==> src/rtl/assert_macros.svh <==
// ----------------------------------------------------------------------------
// Assertion macros
// Shared concurrent assertion forms for the row box filter RTL.
// ----------------------------------------------------------------------------
`ifndef ASSERT_MACROS_SVH
`define ASSERT_MACROS_SVH

// Property must hold on every clock edge outside reset.
`define RBF_ASSERT(lbl, prop, msg) \
  lbl: assert property (@(posedge clk) disable iff (!rst_n) (prop)) else $error(msg);

// Condition must never be seen outside reset.
`define RBF_ASSERT_NEVER(lbl, cond, msg) \
  `RBF_ASSERT(lbl, !(cond), msg)

`endif

==> src/rtl/rbf_pkg.sv <==
// ----------------------------------------------------------------------------
// rbf_pkg
// Types and fixed constants of the row box filter.
// ----------------------------------------------------------------------------
`default_nettype none

package rbf_pkg;

  localparam int COMP_W      = 16;
  localparam int SUM_W       = 22;
  localparam int LEN_W       = 6;
  localparam int RECIP_W     = 17;
  localparam int PROD_W      = SUM_W + RECIP_W;
  localparam int RES_LIMIT   = 32;
  localparam int QUEUE_DEPTH = 4;
  localparam int CFG_ADDR_W  = 3;
  localparam int CFG_DATA_W  = 32;

  localparam logic [LEN_W-1:0]   WINDOW_LEN_RST   = 6'd31;
  localparam logic [RECIP_W-1:0] WINDOW_RECIP_RST = 17'd2114;

  // Register select, taken from paddr[2]
  localparam logic REG_WINDOW_LEN   = 1'b0;
  localparam logic REG_WINDOW_RECIP = 1'b1;

  typedef struct packed {
    logic [COMP_W-1:0] red_in;
    logic [COMP_W-1:0] green_in;
    logic [COMP_W-1:0] blue_in;
    logic              row_end;
  } in_req_t;

  typedef struct packed {
    logic [COMP_W-1:0] red_out;
    logic [COMP_W-1:0] green_out;
    logic [COMP_W-1:0] blue_out;
    logic              row_done;
  } out_req_t;

  typedef struct packed {
    logic [COMP_W-1:0] red;
    logic [COMP_W-1:0] green;
    logic [COMP_W-1:0] blue;
  } pix_t;

  // Classified pixel handed from front to back
  typedef struct packed {
    pix_t pix;
    logic first;
    logic last;
  } qitem_t;

endpackage

`default_nettype wire

==> src/rtl/rbf_queue.sv <==
// ----------------------------------------------------------------------------
// rbf_queue
// Short FIFO between front and back of the row box filter.
// ----------------------------------------------------------------------------
`default_nettype none

`include "assert_macros.svh"

module rbf_queue import rbf_pkg::*; (
  input  wire logic   clk,
  input  wire logic   rst_n,
  input  wire logic   push,
  input  wire qitem_t push_item,
  input  wire logic   pop,
  output logic        full,
  output logic        head_valid,
  output qitem_t      head_item
);

  localparam int AW = $clog2(QUEUE_DEPTH);
  localparam int CW = $clog2(QUEUE_DEPTH + 1);

  qitem_t        slot_r [QUEUE_DEPTH];
  logic [AW-1:0] wr_ptr_r, wr_ptr_nxt;
  logic [AW-1:0] rd_ptr_r, rd_ptr_nxt;
  logic [CW-1:0] cnt_r, cnt_nxt;

  assign full       = (cnt_r == CW'(QUEUE_DEPTH));
  assign head_valid = (cnt_r != '0);
  assign head_item  = slot_r[rd_ptr_r];

  always_comb begin
    wr_ptr_nxt = push ? wr_ptr_r + AW'(1) : wr_ptr_r;
    rd_ptr_nxt = pop ? rd_ptr_r + AW'(1) : rd_ptr_r;
    cnt_nxt    = cnt_r;
    if (push && !pop) begin
      cnt_nxt = cnt_r + CW'(1);
    end else if (pop && !push) begin
      cnt_nxt = cnt_r - CW'(1);
    end
  end

  always_ff @(posedge clk) begin
    if (push) begin
      slot_r[wr_ptr_r] <= push_item;
    end
  end

  always_ff @(posedge clk) begin
    if (!rst_n) begin
      wr_ptr_r <= '0;
      rd_ptr_r <= '0;
      cnt_r    <= '0;
    end else begin
      wr_ptr_r <= wr_ptr_nxt;
      rd_ptr_r <= rd_ptr_nxt;
      cnt_r    <= cnt_nxt;
    end
  end

  `RBF_ASSERT(a_q_count_bound, cnt_r <= CW'(QUEUE_DEPTH), "queue count beyond depth")
  `RBF_ASSERT_NEVER(a_q_pop_empty, pop && (cnt_r == '0), "pop from empty queue")

endmodule

`default_nettype wire

==> config.mk <==
export PLATFORM = sky130hd
export DESIGN_NAME = rbf_queue
export DESIGN_NICKNAME = d
export VERILOG_FILES = /design/src/rtl/rbf_pkg.sv /design/src/rtl/rbf_queue.sv
export VERILOG_INCLUDE_DIRS = /design/src /design/src/rtl
export SDC_FILE = /design/constraint.sdc
export NUM_CORES = 1
export LEC_CHECK = 0
export ABC_CLOCK_PERIOD_IN_PS = 2100
export BUFFER_PORTS_ARGS = -buffer_cell sky130_fd_sc_hd__buf_2
export CORE_ASPECT_RATIO = 0.6
export CORE_MARGIN = 5
export CORE_UTILIZATION = 50
export CTS_CLUSTER_SIZE = 28
export DETAILED_ROUTE_END_ITERATION = 8
export PLACE_DENSITY_LB_ADDON = 0.1
export SETUP_SLACK_MARGIN = 0.05
export SYNTH_ARGS = -nofsm -noshare
export SYNTH_HDL_FRONTEND = slang
export SYNTH_SLANG_ARGS = --single-unit
export TNS_END_PERCENT = 5
==> constraint.sdc <==
create_clock -name clk -period 2.1 [get_ports clk]
set_input_delay 0.21 -clock clk [delete_from_list [all_inputs] [get_ports clk]]
set_output_delay 0.21 -clock clk [all_outputs]
set_load 0.01 [all_outputs]
After elaboration in Yosys (flattened, before gate mapping)

Memories as Yosys holds them, arrays and structs flattened. A register that Yosys moved wholly into a read port is not among the register bits.
Cells that the tools add are included.

Bitwise gates (word level): 0
$mul: 0
Order comparisons: 0
Divide/modulo/power cells: 0
Mux-type cells: 6
Shifts and indexed selects: 0
Equality and inequality tests: 1
Add/sub/neg operators: 4
Reduce and logical (&&, ||, !) cells: 6

Operator list:

| operator            | number |
|---|---|
| $mux 3              | 2 |
| $add 2x1->2 const B | 2 |
| $mux 2              | 2 |
| $add 3x1->3 const B | 1 |
| $eq 3x3->1 const B  | 1 |
| $reduce_bool 3->1   | 1 |
| $sub 3x1->3 const B | 1 |
| $logic_and 1x1->1   | 2 |
| $logic_not 1->1     | 2 |
| $mux 1              | 2 |
| $reduce_bool 2->1   | 1 |

Memory bits (read-only): 0
Input port bits: 54
Latch bits: 0
Word-level logic and storage cells: 21
Output and inout bits: 52
Memory bits (writable): 200
Memories kept: 1
Flip-flop bits (word level): 7

Memory list:

| name   | words | width | rd ports | clocked after Yosys merged registers in | wr ports | line            | text |
|---|---|---|---|---|---|---|---|
| slot_r | 4     | 50    | 1        | 1                                       | 1        | rbf_queue.sv:23 | `qitem_t slot_r [QUEUE_DEPTH];` |

Depth between registers and ports, before layout

Depth in word-level cells: 4
Gate-level depth with buffers: 7
Mapped depth without buffers: 7

Worst setup path after synthesis

Ideal clock, no wire load.

Path kind: flip-flop to flip-flop
Start: register wr_ptr_r[0]
End: memory slot_r[2][0] in the netlist's numbering (enable)
Cell stages (with the launch flop): 4
Required time: 1.687 ns
Arrival time: 1.733 ns
Setup time: 0.413 ns
Path buffers: 0
Path slack: -0.045 ns
Clock period less this slack: 2.145 ns
Path through: dfxtp_1 > inv_1 > ha_1 > and2_1

RTL lines:

| element                  | line            | text |
|---|---|---|
| start: declaration       | rbf_queue.sv:24 | `logic [AW-1:0] wr_ptr_r, wr_ptr_nxt;` |
| start signal: assignment | rbf_queue.sv:55 | `wr_ptr_r <= wr_ptr_nxt;` |
| end: declaration         | rbf_queue.sv:23 |  |

Straight into the memory's write port.

==> results.py <==
metrics = {
    "outcome": {
        "status": "completed",
    },
    "hold_path": {
        "hp-start": "rst_n",
        "min_path_type": "input port to flip-flop",
    },
    "clock_network": {
        "h-tree-depth": 1,
        "clk_pin_slew_worst_paths_ps": 60,
        "cts_tree": "done",
        "cts_buffers": 20,
        "clk-insertion-delay-late_ps": 480,
        "clock_sinks": 209,
        "ctsLongestPathBuffers": 3,
        "root_buffer": "clkbuf_16",
    },
    "synth": {
        "syn_nets": 365,
        "postSynthCellCount": 305,
        "synth_seq_cells": 209,
        "syn_area_um2": 7719,
        "seq_area_frac_synth_pct": 80.14,
        "avgSynthCellArea_um2": 25.31,
        "yosysWarnings": 0,
        "synth.distinct_cells": 20,
    },
    "place": {
        "hpwlAfterDp_um": 8724,
        "place_area_um2": 8543,
        "gp_congestion": 0.6822,
        "dp_cells": 616,
        "io_buffers": 105,
    },
    "detailed_routing": {
        "dr.pass1.iters": 4,
        "viasPerCell": 5.204,
        "antenna_left": 0,
        "drtIter0Drc": 322,
        "vias": 3705,
        "wire_per_inst_um": 20.36,
        "drcViolationCount": 0,
        "wl_um": 14500,
    },
    "timing": {
        "worst_slew_pin_slew_ps": 452.5,
        "slew_viol_final": 0,
        "rsz0062_at_grt": "true",
        "maxSlewHeadroom_pct": 69.83,
        "fmax_ghz": 0.4892,
        "final_hold_viol_count": 0,
        "tns_ps": 0,
        "setup_violations": 0,
        "period_needed_ps": 2044,
        "fin_crit_sh_pct": 97.33,
        "finClkSkew_ps": 9.949,
    },
    "die": {
        "start_util_pct": 50.65,
        "core-area_um2": 15240,
        "fp.dieH_um": 106.2,
        "ios": 106,
        "fp.dieArea_um2": 18100,
        "fp.dieW_um": 170.4,
        "rows": 35,
    },
    "pwr": {
        "p_per_area_nw_per_um2": 945.0,
        "p_leak_uw": 0.003428,
        "p_total_uw": 9293,
        "ir_worst_vdd_uv": 701.1,
    },
    "finish": {
        "layout.cells.non_filler": 712,
        "nNetsFinal": 556,
        "layout_commonest_cell": "edfxtp_1",
        "syn_to_final_growth_pct": 27.40,
        "layout-drive-gt1-share_pct": 41.85,
        "fin_area_um2": 9833,
        "fin_util_pct": 64.52,
        "final_cell_mix": "200 x edfxtp_1, 104 x buf_2, 50 x mux4_2, 50 x dlygate4sd3_1, 23 x clkbuf_16",
        "antenna_cells": 0,
    },
    "critical_path": {
        "cp_data_arrival_time_ps": 1830,
        "setup.worst_path.class": "flip-flop to output port",
        "critical_path_required_ps": 1890,
        "path_max_fanout": 7,
        "reg2reg_from": "cnt_r[0]",
        "critPathLaunchType": "flip-flop",
        "cp-end-kind": "output port",
    },
    "global_route": {
        "met2_usage_pct": 25.99,
        "grtUsageTotal_pct": 16.31,
        "met3_usage_pct": 3.679,
        "grt_pass1_vias": 3987,
        "grtUsageMet1_pct": 23.82,
        "busiest_layer": "met2",
        "antenna_found_initial": 0,
        "grt_pass1_wl_um": 22570,
        "grt_max_degree": 30,
        "globalRouteOverflowTotal": 0,
    },
    "job": {
        "maxCapViolations": 0,
    },
}
where the power goes:
group          internal (uW)  switching (uW)  leakage, uW
clock network           1950            1410     0.000304
registers               4780            59.3      0.00191
logic                    565             518      0.00121
area by class of cell:
| class | instances | area (um^2) |
|---|---|---|
| clock buffers | 25 | 540.5 |
| inverters | 4 | 15.01 |
| flip-flops and latches | 209 | 6191 |
| repair buffers | 181 | 1370 |
| multi-input cells | 80 | 1383 |
| well taps | 203 | 254.0 |
| fillers | 1078 | 5406 |
| clock inverters | 10 | 80.08 |
metrics by stage:
stage,hold slack (ps),worst slack (ps)
2_1_floorplan,308.9,-45.45
3_3_place_gp,420.8,380.5
3_5_place_dp,427.9,364.0
4_1_cts,40.52,12.43
5_1_grt,53.99,5.007
6_report,50.14,55.99
worst paths after layout:
check	endpoint	slack, ps	cells past startpoint
max reg2reg	cnt_r[2]	600	4
min	flip-flop	50	2
max	head_item[14]	60	4
min reg2reg	cnt_r[2]	520	2
registers in the layout, summed over array words and instances, names as in the netlist, named ones only:
| signal | count |
|---|---|
| slot_r | 200 |
| cnt_r | 3 |
| wr_ptr_r | 2 |
| rd_ptr_r | 2 |
metal layers:
layer | vias to the layer above | wire length, um
met2 | 109 | 6848
met3 | 16 | 849
met5 | - | 0
met4 | 0 | 173
li1 | 1669 | -
met1 | 1911 | 6624
cells in the mapped netlist:
cell,count,area [um^2]
a21boi_0,1,7.510
and2_1,9,56.30
buf_1,1,3.750
buf_12,5,100.1
buf_2,5,25.02
buf_6,1,11.26
dfxtp_1,9,180.2
edfxtp_1,200,6006
fa_1,1,20.02
ha_1,5,62.56
inv_1,4,15.01
mux2i_1,2,20.02
mux4_2,50,1126
nand2_1,1,3.750
nor2b_1,2,12.51
nor3b_1,1,7.510
o21ai_0,1,5.000
or3_1,2,12.51
xnor2_1,2,17.52
xor2_1,3,26.28
timing repair:
| action | in CTS | in global routing |
|---|---|---|
| hold endpoints to repair | 200 | 0 |
| gates cloned | 1 | 2 |
| buffers inserted | 5 | 3 |
| resized for setup | 2 | 0 |
| setup endpoints to repair | 42 | 35 |
| hold buffers | 50 | 0 |
logic make-up (layout without fill, tap and decap cells):
kind of cell | after synthesis | in the layout | synth area share [%]
fa+ha+maj | 6 | 6 | 1.070
buf+inv | 16 | 220 | 2.010
xor+xnor | 5 | 5 | 0.5675
compound gates | 2 | 2 | 0.1621
simple gates | 15 | 15 | 1.199
mux | 52 | 52 | 14.85
flops | 209 | 209 | 80.14
critical path: stages (launching register included):
cell and delay, ps:
dfxtp_4 370, buf_12 140, buf_4 130, mux4_2 540, buf_2 170
Note: power is estimated with default switching activity, not from simulation.
