===== src/rtl/assert_macros.svh =====
// ----------------------------------------------------------------------------
// Assertion macros
// Shared concurrent assertion forms for the row box filter RTL.
// ----------------------------------------------------------------------------
`ifndef ASSERT_MACROS_SVH
`define ASSERT_MACROS_SVH

// Property must hold on every clock edge outside reset.
`define RBF_ASSERT(lbl, prop, msg) \
  lbl: assert property (@(posedge clk) disable iff (!rst_n) (prop)) else $error(msg);

// Condition must never be seen outside reset.
`define RBF_ASSERT_NEVER(lbl, cond, msg) \
  `RBF_ASSERT(lbl, !(cond), msg)

`endif


===== src/rtl/rbf_pkg.sv =====
// ----------------------------------------------------------------------------
// rbf_pkg
// Types and fixed constants of the row box filter.
// ----------------------------------------------------------------------------
`default_nettype none

package rbf_pkg;

  localparam int COMP_W      = 16;
  localparam int SUM_W       = 22;
  localparam int LEN_W       = 6;
  localparam int RECIP_W     = 17;
  localparam int PROD_W      = SUM_W + RECIP_W;
  localparam int RES_LIMIT   = 32;
  localparam int QUEUE_DEPTH = 4;
  localparam int CFG_ADDR_W  = 3;
  localparam int CFG_DATA_W  = 32;

  localparam logic [LEN_W-1:0]   WINDOW_LEN_RST   = 6'd31;
  localparam logic [RECIP_W-1:0] WINDOW_RECIP_RST = 17'd2114;

  // Register select, taken from paddr[2]
  localparam logic REG_WINDOW_LEN   = 1'b0;
  localparam logic REG_WINDOW_RECIP = 1'b1;

  typedef struct packed {
    logic [COMP_W-1:0] red_in;
    logic [COMP_W-1:0] green_in;
    logic [COMP_W-1:0] blue_in;
    logic              row_end;
  } in_req_t;

  typedef struct packed {
    logic [COMP_W-1:0] red_out;
    logic [COMP_W-1:0] green_out;
    logic [COMP_W-1:0] blue_out;
    logic              row_done;
  } out_req_t;

  typedef struct packed {
    logic [COMP_W-1:0] red;
    logic [COMP_W-1:0] green;
    logic [COMP_W-1:0] blue;
  } pix_t;

  // Classified pixel handed from front to back
  typedef struct packed {
    pix_t pix;
    logic first;
    logic last;
  } qitem_t;

endpackage

`default_nettype wire


===== src/rtl/rbf_front.sv =====
// ----------------------------------------------------------------------------
// rbf_front
// Accepts pixels and marks first and last pixel of each row.
// ----------------------------------------------------------------------------
`default_nettype none

module rbf_front import rbf_pkg::*; #(
  parameter int ROW_MAX = 4096
) (
  input  wire logic    clk,
  input  wire logic    rst_n,
  input  wire logic    in_valid,
  input  wire in_req_t in_req,
  input  wire logic    q_full,
  output logic         q_push,
  output qitem_t       q_item
);

  localparam int POSW = (ROW_MAX > 2) ? $clog2(ROW_MAX) : 1;

  logic [POSW-1:0] pos_r, pos_nxt;
  logic            last;

  // Force a row end at the last position a row may have
  assign last   = in_req.row_end || (pos_r == POSW'(ROW_MAX - 1));
  assign q_push = in_valid && !q_full;

  assign q_item.pix.red   = in_req.red_in;
  assign q_item.pix.green = in_req.green_in;
  assign q_item.pix.blue  = in_req.blue_in;
  assign q_item.first     = (pos_r == '0);
  assign q_item.last      = last;

  always_comb begin
    pos_nxt = pos_r;
    if (q_push) begin
      pos_nxt = last ? '0 : pos_r + POSW'(1);
    end
  end

  always_ff @(posedge clk) begin
    if (!rst_n) begin
      pos_r <= '0;
    end else begin
      pos_r <= pos_nxt;
    end
  end

endmodule

`default_nettype wire


===== config.mk =====
export PLATFORM = sky130hd
export DESIGN_NAME = rbf_front
export DESIGN_NICKNAME = d
export VERILOG_FILES = /design/src/rtl/assert_macros.svh /design/src/rtl/rbf_pkg.sv /design/src/rtl/rbf_front.sv
export SDC_FILE = /design/constraint.sdc
export NUM_CORES = 1
export LEC_CHECK = 0
export ABC_CLOCK_PERIOD_IN_PS = 1600
export BUFFER_PORTS_ARGS = -buffer_cell sky130_fd_sc_hd__buf_2
export CAP_MARGIN = 20
export CORE_AREA = 2 2 49 69
export CTS_BUF_LIST = sky130_fd_sc_hd__clkbuf_16
export CTS_CLUSTER_SIZE = 20
export DETAILED_ROUTE_END_ITERATION = 10
export DIE_AREA = 0 0 51 71
export PLACE_DENSITY = 0.77
export SLEW_MARGIN = 30
export SYNTH_ARGS = -nofsm -noshare
export SYNTH_HDL_FRONTEND = slang
export SYNTH_SLANG_ARGS = --single-unit

===== constraint.sdc =====
create_clock -name clk -period 1.6 [get_ports clk]
set_input_delay 0.16 -clock clk [delete_from_list [all_inputs] [get_ports clk]]
set_output_delay 0.16 -clock clk [all_outputs]
set_load 0.02 [all_outputs]

Yosys cells after proc, flatten, opt, wreduce, memory -nomap -nowiden
Cells that the tools add are included.
{ "word_totals": {"reg_bits": 12, "in_bits": 53, "output_inout_bits": 51, "elab_cells": 8} }
{ "classes": {"addsub": 1, "n_eq_ne": 1, "mux": 1, "reduce_logical": 4} }
{ "ops": {"columns": ["cell", "count"], "rows": [
  ["adder 12 x 1 -> 12 bit, second input constant", 1],
  ["equality test 12 bit, second input constant", 1],
  ["zero test 12 bit", 1],
  ["2-to-1 mux 12 bit", 1],
  ["logical AND 1 bit", 1],
  ["zero test 1 bit", 1],
  ["logical OR 1 bit", 1]
]} }

Logic depth before layout (Yosys ltp)
Gate-level depths: netlist (run 1).
{ "logic_depth": {"word_depth": 3, "ltp_mapped": 6, "ltp_nobuf": 5} }

Worst setup path after synthesis (run 1)
OpenSTA, ideal clock, no wires.
{ "synth_path": {"path_type": "register to output", "from": "reg pos_r[2]", "to": "out q_item[1] in the netlist's numbering", "t_arrival_ns": 1.420, "t_required_ns": 1.440, "path_slack_ns": 0.020, "stages_incl_launch_ff": 5, "n_path_buf": 1, "path_cell_list": "dfxtp_1 buf_2 nor4b_1 nand2_1 nor4_1"} }
{ "synth_lines": {"columns": ["element", "line", "rtl"], "rows": [
  ["start: declaration", "rbf_front.sv:21", "logic [POSW-1:0] pos_r, pos_nxt;"],
  ["start signal: assignment", "rbf_front.sv:45", "pos_r <= pos_nxt;"],
  ["end: declaration", "rbf_front.sv:16", "output qitem_t q_item"]
]} }

==> impl_metrics.ini, run 1 <==
[outcome]
status = complete, no violations

[layout]
largestRegisters = pos_r x12
top_register = pos_r
largest_register_ffs = 12
area_growth_syn_to_layout_pct = -13.7
postLayoutCellArea_um2 = 861
antenna_cells_inserted = 0
finalNetCount = 144
drive_gt1_share_pct = 34.1

[global_routing]
grt_use_total_pct = 10.5
first_global_vias = 658
grt_pass1_wl_um = 2850
grt_remaining_overflow = 0
maximum_number_of_pins_on_one_net_before_global_route_repair = 13
grt_antenna_before_repair = 0

[routing]
ant_nets = 0
drt-wirelength-per-cell_um = 14.4
vias = 636
routed_wirelength_um = 1830
detailedRoute.firstIterationViolations = 40
vias_per_cell = 5.01
drtPass1Iterations = 4
drt_drc_violations_left = 0

[placement]
gp_congestion = 0.702
placed_area_um2 = 722
dpl.hpwl_um = 1200
buffer_ports.inserted = 7
dpl_worst_slack_ns = 0.166

[critical_path]
crit_path_top_delay_cell = sky130_fd_sc_hd__dfxtp_2
crit_path_cell_trace = inv_1 > ha_1 > nor4b_4 > nand2_1 > nor4_2 > buf_4
worst_r2r_endpoint = pos_r[2]
worstRegToRegCells = 4
timing.critical_path.buf_inv = 2
startpoint = pos_r[0]
cp-end-kind = primary output
critical_path_maximum_fanout = 4
critical_path.endpoint = q_item[1]
worstReg2RegStart = pos_r[7]
reg2reg_slack_ns = 0.21
path_class = register to primary output
worst-path-stages = 6
critPathArrivalTime_ns = 1.42
critical_path.startpoint_type = register
critical-path-top-delay-family = simple AND/OR/NAND/NOR gates
required_ns = 1.44
critPathMaxStageDelay_ns = 0.33

[timing]
timing.final.max_slew_violations = 0
fin_ws_ns = 0.0208
worst_pin_slew_ns = 0.289
max_slew_margin_pct = 80.5
grt_setup_unrepaired = true
skew_ns = 0.00100
final_hold_viol_count = 0
post-route-min-period_ns = 1.58
period_share_pct = 98.7
setup_viol_count_final = 0
max_freq_mhz = 633
fin_worst_hold_slack_ns = 0.320

[synth]
synth.cell_area_um2 = 997
synth_seq_area_share_pct = 24.1
syn-instance-count = 124
synth.ff_latch_count = 12
postSynthAreaPerCell_um2 = 8.04
ys_types = 26
postSynthNetCount = 179
synth_warnings = 0

[min_path]
path_class_of_the_lowest_slack_min_delay_path = primary input to primary output

[clock_network]
cts_made_buffers = 3
clkSinkCount = 12
clock_path_buffers = 2
cts_tree = built
htree_levels = 1
clockRootBuffer = sky130_fd_sc_hd__clkbuf_16
worst_path_clk_slew_ns = 0.04
number_of_buffers_added_to_fix_hold_violations_after_cts = 0
clk-insertion-delay-late_ns = 0.24

[power]
power.density_cell_area_nw_per_um2 = 987
leakage_nw = 0.331
ir_drop_mv = 0.449
finalPower_mw = 0.850

[die]
initial_core_util_pct = 32.9
boundaryPins = 104
placement_rows = 24
die_w_um = 51
fp.dieArea_um2 = 3620
die_h_um = 71
coreArea_um2 = 3030

[flow_run]
drv_cap = 0
## cell families after synthesis
| kind of cell | after synthesis | share of synthesized area, % |
|---|---|---|
| XOR/XNOR | 10 | 8.78 |
| adder cells (fa/ha/maj) | 2 | 2.51 |
| buffers and inverters | 56 | 40.5 |
| AND/OR/NAND/NOR | 40 | 21.6 |
| AO/OA/AOI/OAI | 4 | 2.51 |
| flip-flops | 12 | 24.1 |
## synth_stat cells, drive strengths merged
master  count  area share, %
o21ai       1           0.50
or3         1           0.63
inv         4            1.5
and4b       1            1.0
nand2       4            1.5
nor4        3            2.5
a21oi       2            1.0
nand2b      1           0.63
xor2        6            5.3
nand3       4            2.0
or2         1           0.63
ha          2            2.5
o31a        1            1.0
dfxtp      12             24
buf        52             39
nor4b       1           0.88
nor2b       1           0.63
nor3        2            1.0
nor2       13            4.9
nand4b      1           0.88
and3        2            1.3
xnor2       4            3.5
nand4       5            3.1
## placed cells by master (no fill, tap or decap), drive strengths merged
master,n
nor2,13
buf,12
dfxtp,12
xor2,6
nand4,5
nand3,4
nand2,4
xnor2,4
inv,4
clkbuf,3
nor4,3
nor3,2
and3,2
a21oi,2
ha,2
nor2b,1
or2,1
nor4b,1
nand4b,1
nand2b,1
o31a,1
and4b,1
o21ai,1
or3,1
clkinv,1
## stage by stage
step / std cells / utilization [%] / setup TNS [ns]
after global routing: 127 / 28.4 / -0.0839
after floorplan: 124 / - / 0
after global placement: 122 / 23.8 / 0
after detailed placement: 122 / 23.8 / 0
after CTS: 126 / 26.7 / 0
final: 127 / 28.4 / 0
## per-layer routing
metal  vias up  wire length (µm)  global-route usage [%]
met5         -                 0                       0
li1        287                 -                       -
met1       285               556                    10.0
met3        33               201                    3.38
met2        31               870                    14.7
met4         0               204                    14.7
## report_power, final
part,switching (mW),internal [mW],leakage [nW]
Sequential,0.00548,0.301,0.102
Clock,0.137,0.329,0.0385
Combinational,0.0394,0.0377,0.191
Total,0.182,0.668,0.331
## what timing repair did
action	CTS	global route
pin swaps	0	4
endpoints found under the setup margin	2	2
buffers inserted	0	1
resized for setup	3	17
## worst min-delay path by stage
stage / startpoint / endpoint / slack [ns] / depth (start not counted)
after floorplan: in_req[0] / pos_r[11] / 0.40 / 2
after global placement: in_req[11] / q_item[12] / 0.32 / 0
after detailed placement: in_req[11] / q_item[12] / 0.32 / 0
after CTS: in_req[11] / q_item[12] / 0.32 / 0
after global routing: in_req[13] / q_item[14] / 0.32 / 0
final: in_req[18] / q_item[19] / 0.32 / 0
## area by class of cell
type,instances,area (µm²)
fill,313,2170
multi-input combinational,56,379
sequential,12,258
timing repair buffer,12,81.3
clock buffer,3,75.1
tap,39,48.8
inverter,4,15.0
clock inverter,1,3.75
Note: power is estimated with default switching activity, not from simulation.
==> run 2: changes to the inputs <==
Settings changed: REMOVE_ABC_BUFFERS set to 1.
==> run 2 against run 1 <==
The flow now finishes with violations (setup timing). Register-to-register slack lost 0.17 ns. Critical endpoint is now q_item[0]. Highest routed layer unchanged. Wire length grew 130%. First-iteration DRC count shrank 60%. Clock power decreased by 1%. Die area unchanged.
==> impl_metrics.ini, run 2 (same netlist as run 1, synthesis figures left out) <==
[timing]
skew_ns = 0.000565
final.setup.tns_ns = -0.0230
worst_pin_slew_ns = 0.270
fin_worst_hold_slack_ns = 0.320
fin_ws_ns = -0.0230
post-route-min-period_ns = 1.62
final_hold_viol_count = 0
timing.final.max_slew_violations = 0
max_freq_mhz = 616
period_share_pct = 101
max_slew_margin_pct = 81.9
setup_viol_count_final = 1
grt_setup_unrepaired = true

[global_routing]
grt_pass1_wl_um = 5250
grt_remaining_overflow = 0
first_global_vias = 658
maximum_number_of_pins_on_one_net_before_global_route_repair = 13
grt_use_total_pct = 22.7
grt_antenna_before_repair = 0

[critical_path]
cp-end-kind = primary output
crit_path_cell_trace = nand4_1 > nor4_4 > or2_4 > buf_6
required_ns = 1.44
critPathMaxStageDelay_ns = 0.37
crit_path_top_delay_cell = sky130_fd_sc_hd__dfxtp_4
critical_path.startpoint_type = register
critical_path_maximum_fanout = 5
critPathArrivalTime_ns = 1.46
path_class = register to primary output
startpoint = pos_r[7]
worstReg2RegStart = pos_r[7]

[layout]
finalNetCount = 146
area_growth_syn_to_layout_pct = -8.78
sequential_cell_area_um2 = 255
multi_input_area_um2 = 415
postLayoutCellArea_um2 = 910
drive_gt1_share_pct = 36.7
mostFrequentLayoutCell = sky130_fd_sc_hd__nor2_1
largest_register_ffs = 12
largestRegisters = pos_r x12
postLayoutCoreUtil_pct = 30.0
instances_no_fill = 129
top_register = pos_r
filler_cell_count = 319
antenna_cells_inserted = 0
layout.cells.most_common_list = sky130_fd_sc_hd__nor2_1 (13), sky130_fd_sc_hd__buf_4 (8), sky130_fd_sc_hd__xor2_1 (6), sky130_fd_sc_hd__dfxtp_1 (6)

[routing]
drt_drc_violations_left = 0
detailedRoute.firstIterationViolations = 16
vias_per_cell = 5.26
ant_nets = 0
vias = 678
drtPass1Iterations = 4
drt-wirelength-per-cell_um = 32.9
routed_wirelength_um = 4240

[power]
p_int_mw = 0.676
ir_drop_mv = 0.339
power.density_cell_area_nw_per_um2 = 941
sequentialPowerShare_pct = 36.2
power.share.switching_pct = 21.1
combinationalPowerShare_pct = 10.1
clock_power_share_pct = 53.7
leakage_nw = 0.359
finalPower_mw = 0.856
net-switching-power_mw = 0.181

[clock_network]
clk-insertion-delay-late_ns = 0.24
clock_path_buffers = 2
cts_tree = built
worst_path_clk_slew_ns = 0.04
htree_levels = 1
clkSinkCount = 12
cts_made_buffers = 3
clockRootBuffer = sky130_fd_sc_hd__clkbuf_16

[min_path]
worstHoldStart = in_req[9]
path_class_of_the_lowest_slack_min_delay_path = primary input to primary output

[die]
initial_core_util_pct = 32.9
die_w_um = 51
boundaryPins = 104
placement_rows = 24
coreArea_um2 = 3030
die_h_um = 71
fp.dieArea_um2 = 3620

[placement]
dpl.hpwl_um = 3680
dp.cells = 123
buffer_ports.inserted = 7
placed_area_um2 = 729
dpl_worst_slack_ns = 0.192
gp_congestion = 0.873

[flow_run]
drv_cap = 0

[outcome]
violations = setup timing
status = finished, violations left
-- run 2: changes by cell type in the layout (fill, tap and decap cells not counted), sizes merged --
cell | before | now
buf | 12 | 14
-- run 2: worst max-delay path, delay by kind of cell (launching register included) --
family                 cells  cell delay [ns]
AND/OR/NAND/NOR            3             0.75
flip-flops                 1             0.37
buffers and inverters      1             0.11
-- run 2: final timing paths --
kind                              endpoint  slack [ns]  cells after the start
worst min-delay path            q_item[10]        0.32                      0
worst min register to register    pos_r[9]        0.52                      2
worst max-delay path             q_item[0]       -0.02                      4
worst max register to register    pos_r[7]        0.04                      5
-- run 2: layout make-up --
type	instances	area share, %
Sequential cell	12	28.1
Timing Repair Buffer	14	10.6
Inverter	4	1.65
Multi-Input combinational cell	56	45.7
Clock inverter	1	0.413
Clock buffer	3	8.25
Tap cell	39	5.36
-- run 2: power by group through the flow --
stage	Clock [mW]	Combinational [mW]	Sequential (mW)
after floorplan	0	0.0407	0.314
after global placement	0	0.0619	0.314
after detailed placement	0	0.0631	0.315
after CTS	0.465	0.0669	0.310
after global routing	0.480	0.0955	0.310
final	0.460	0.0868	0.310
-- run 2: what timing repair did --
| item | in CTS | in global routing |
|---|---|---|
| gates resized for setup | 5 | 19 |
| hold buffers | 0 | 0 |
| pin swaps | 2 | 3 |
| setup buffers | 1 | 1 |
| endpoints found under the setup margin | 2 | 14 |
-- run 2: routing by layer --
layer / GRT usage [%] / vias up / share of wire [%] / wire [µm]
li1: - / 289 / - / -
met1: 11.4 / 300 / 17 / 730
met2: 34.8 / 72 / 46 / 1940
met3: 30.2 / 17 / 29 / 1230
met4: 17.7 / 0 / 7.9 / 337
met5: 0 / - / 0 / 0
==> run 3: changes to the inputs <==
Settings changed: CAP_MARGIN 20 to 15, PLACE_DENSITY 0.77 to 0.78.
==> run 3 against run 2 <==
The run now ends clean. Sequential share of layout area decreased by 0.86 points. Critical path depth unchanged. Final cell count increased by 2.3%. Combinational power decreased by 11%. Die area unchanged. Global-route usage increased by 0.92 points. Power decreased by 0.34%. Clock skew increased by 0.00077 ns. Utilization about the same. Critical endpoint unchanged.
==> impl_metrics.ini, run 3 (same netlist as run 1, synthesis figures left out) <==
[outcome]
status = complete, no violations

[critical_path]
critical_path.startpoint_type = register
worst-path-stages = 4
cp-end-kind = primary output
critPathMaxStageDelay_ns = 0.35
startpoint = pos_r[7]
critical_path.endpoint = q_item[0]
worstReg2RegStart = pos_r[7]
worstRegToRegCells = 4
crit_path_cell_trace = nand4_1 > nor4_4 > or2_4 > buf_6
timing.critical_path.buf_inv = 1
required_ns = 1.44
critical_path_maximum_fanout = 2
crit_path_top_delay_cell = sky130_fd_sc_hd__dfxtp_1
path_class = register to primary output
worst_r2r_endpoint = pos_r[6]
reg2reg_slack_ns = 0.18
critPathArrivalTime_ns = 1.42
critical-path-top-delay-family = simple AND/OR/NAND/NOR gates

[global_routing]
grt_use_total_pct = 23.7
first_global_vias = 691
maximum_number_of_pins_on_one_net_before_global_route_repair = 13
grt_pass1_wl_um = 5480
grt_antenna_before_repair = 0
grt_remaining_overflow = 0

[routing]
vias_per_cell = 5.01
ant_nets = 0
drt_drc_violations_left = 0
routed_wirelength_um = 4260
drt-wirelength-per-cell_um = 32.2
drtPass1Iterations = 4
vias = 661
detailedRoute.firstIterationViolations = 29

[placement]
dp.cells = 126
dpl.hpwl_um = 3750
gp_congestion = 0.839
buffer_ports.inserted = 7
dpl_worst_slack_ns = 0.151

[die]
initial_core_util_pct = 32.9
boundaryPins = 104
coreArea_um2 = 3030
die_w_um = 51
die_h_um = 71
placement_rows = 24
fp.dieArea_um2 = 3620

[layout]
largest_register_ffs = 12
instances_no_fill = 132
top_register = pos_r
mostFrequentLayoutCell = sky130_fd_sc_hd__nor2_1
largestRegisters = pos_r x12
drive_gt1_share_pct = 33.3
area_growth_syn_to_layout_pct = -8.66
antenna_cells_inserted = 0
finalNetCount = 149
layout.cells.most_common_list = sky130_fd_sc_hd__nor2_1 (13), sky130_fd_sc_hd__buf_4 (11), sky130_fd_sc_hd__dfxtp_1 (8), sky130_fd_sc_hd__xor2_1 (6)

[clock_network]
number_of_buffers_added_to_fix_hold_violations_after_cts = 0
clkSinkCount = 12
clock_path_buffers = 2
htree_levels = 1
worst_path_clk_slew_ns = 0.04
cts_made_buffers = 3
clk-insertion-delay-late_ns = 0.24
cts_tree = built
clockRootBuffer = sky130_fd_sc_hd__clkbuf_16

[power]
ir_drop_mv = 0.749
power.density_cell_area_nw_per_um2 = 937
finalPower_mw = 0.853
leakage_nw = 0.361

[timing]
skew_ns = 0.00133
final.setup.tns_ns = 0
post-route-min-period_ns = 1.58
setup_viol_count_final = 0
max_slew_margin_pct = 80.6
max_freq_mhz = 631
final_hold_viol_count = 0
grt_setup_unrepaired = true
worst_pin_slew_ns = 0.288
period_share_pct = 99.0
timing.final.max_slew_violations = 0
fin_ws_ns = 0.0162

[min_path]
path_class_of_the_lowest_slack_min_delay_path = primary input to primary output

[flow_run]
drv_cap = 0
[run 3: cell types whose count changed in the layout (fill, tap and decap cells not counted), sizes merged]
cell / previous run / this run
buf: 14 / 17
[run 3: routing by layer]
layer | GRT usage [%] | part of all wire [%]
met2 | 44.4 | 53
met1 | 9.78 | 15
met5 | 0 | 0
met3 | 31.0 | 30
met4 | 6.61 | 2.2
[run 3: where the power goes]
part           switching (mW)  total [mW]  internal (mW)
Sequential            0.00642       0.312          0.306
Clock                   0.135       0.464          0.329
Combinational          0.0397      0.0772         0.0375
Total                   0.181       0.853          0.673
[run 3: layout make-up]
type                            instances  area [µm²]
Clock inverter                          1        3.75
Clock buffer                            3        75.1
Multi-Input combinational cell         56         402
Inverter                                4        15.0
Sequential cell                        12         248
Tap cell                               39        48.8
Fill cell                             310        2120
Timing Repair Buffer                   17         119
[run 3: repair_timing]
| item | 4_1_cts | 5_1_grt |
|---|---|---|
| gates resized for setup | 2 | 14 |
| buffers inserted | 0 | 2 |
| pin swaps | 0 | 3 |
| endpoints found under the setup margin | 1 | 2 |
| cloned | 0 | 0 |
[run 3: stage by stage]
step / area, µm² / utilization [%] / hold WS (ns)
global placement: 752 / 24.8 / 0.320
finish: 911 / 30.0 / 0.320
detailed placement: 752 / 24.8 / 0.320
floorplan: 608 / - / 0.320
global route: 911 / 30.0 / 0.320
CTS: 843 / 27.8 / 0.320
[run 3: worst min-delay path by stage]
stage,cells after the start,end,from,slack [ns]
final,0,q_item[10],in_req[9],0.32
after global routing,0,q_item[10],in_req[9],0.32
after CTS,0,q_item[10],in_req[9],0.32
after detailed placement,0,q_item[10],in_req[9],0.32
after global placement,0,q_item[10],in_req[9],0.32
after floorplan,0,q_item[10],in_req[9],0.32
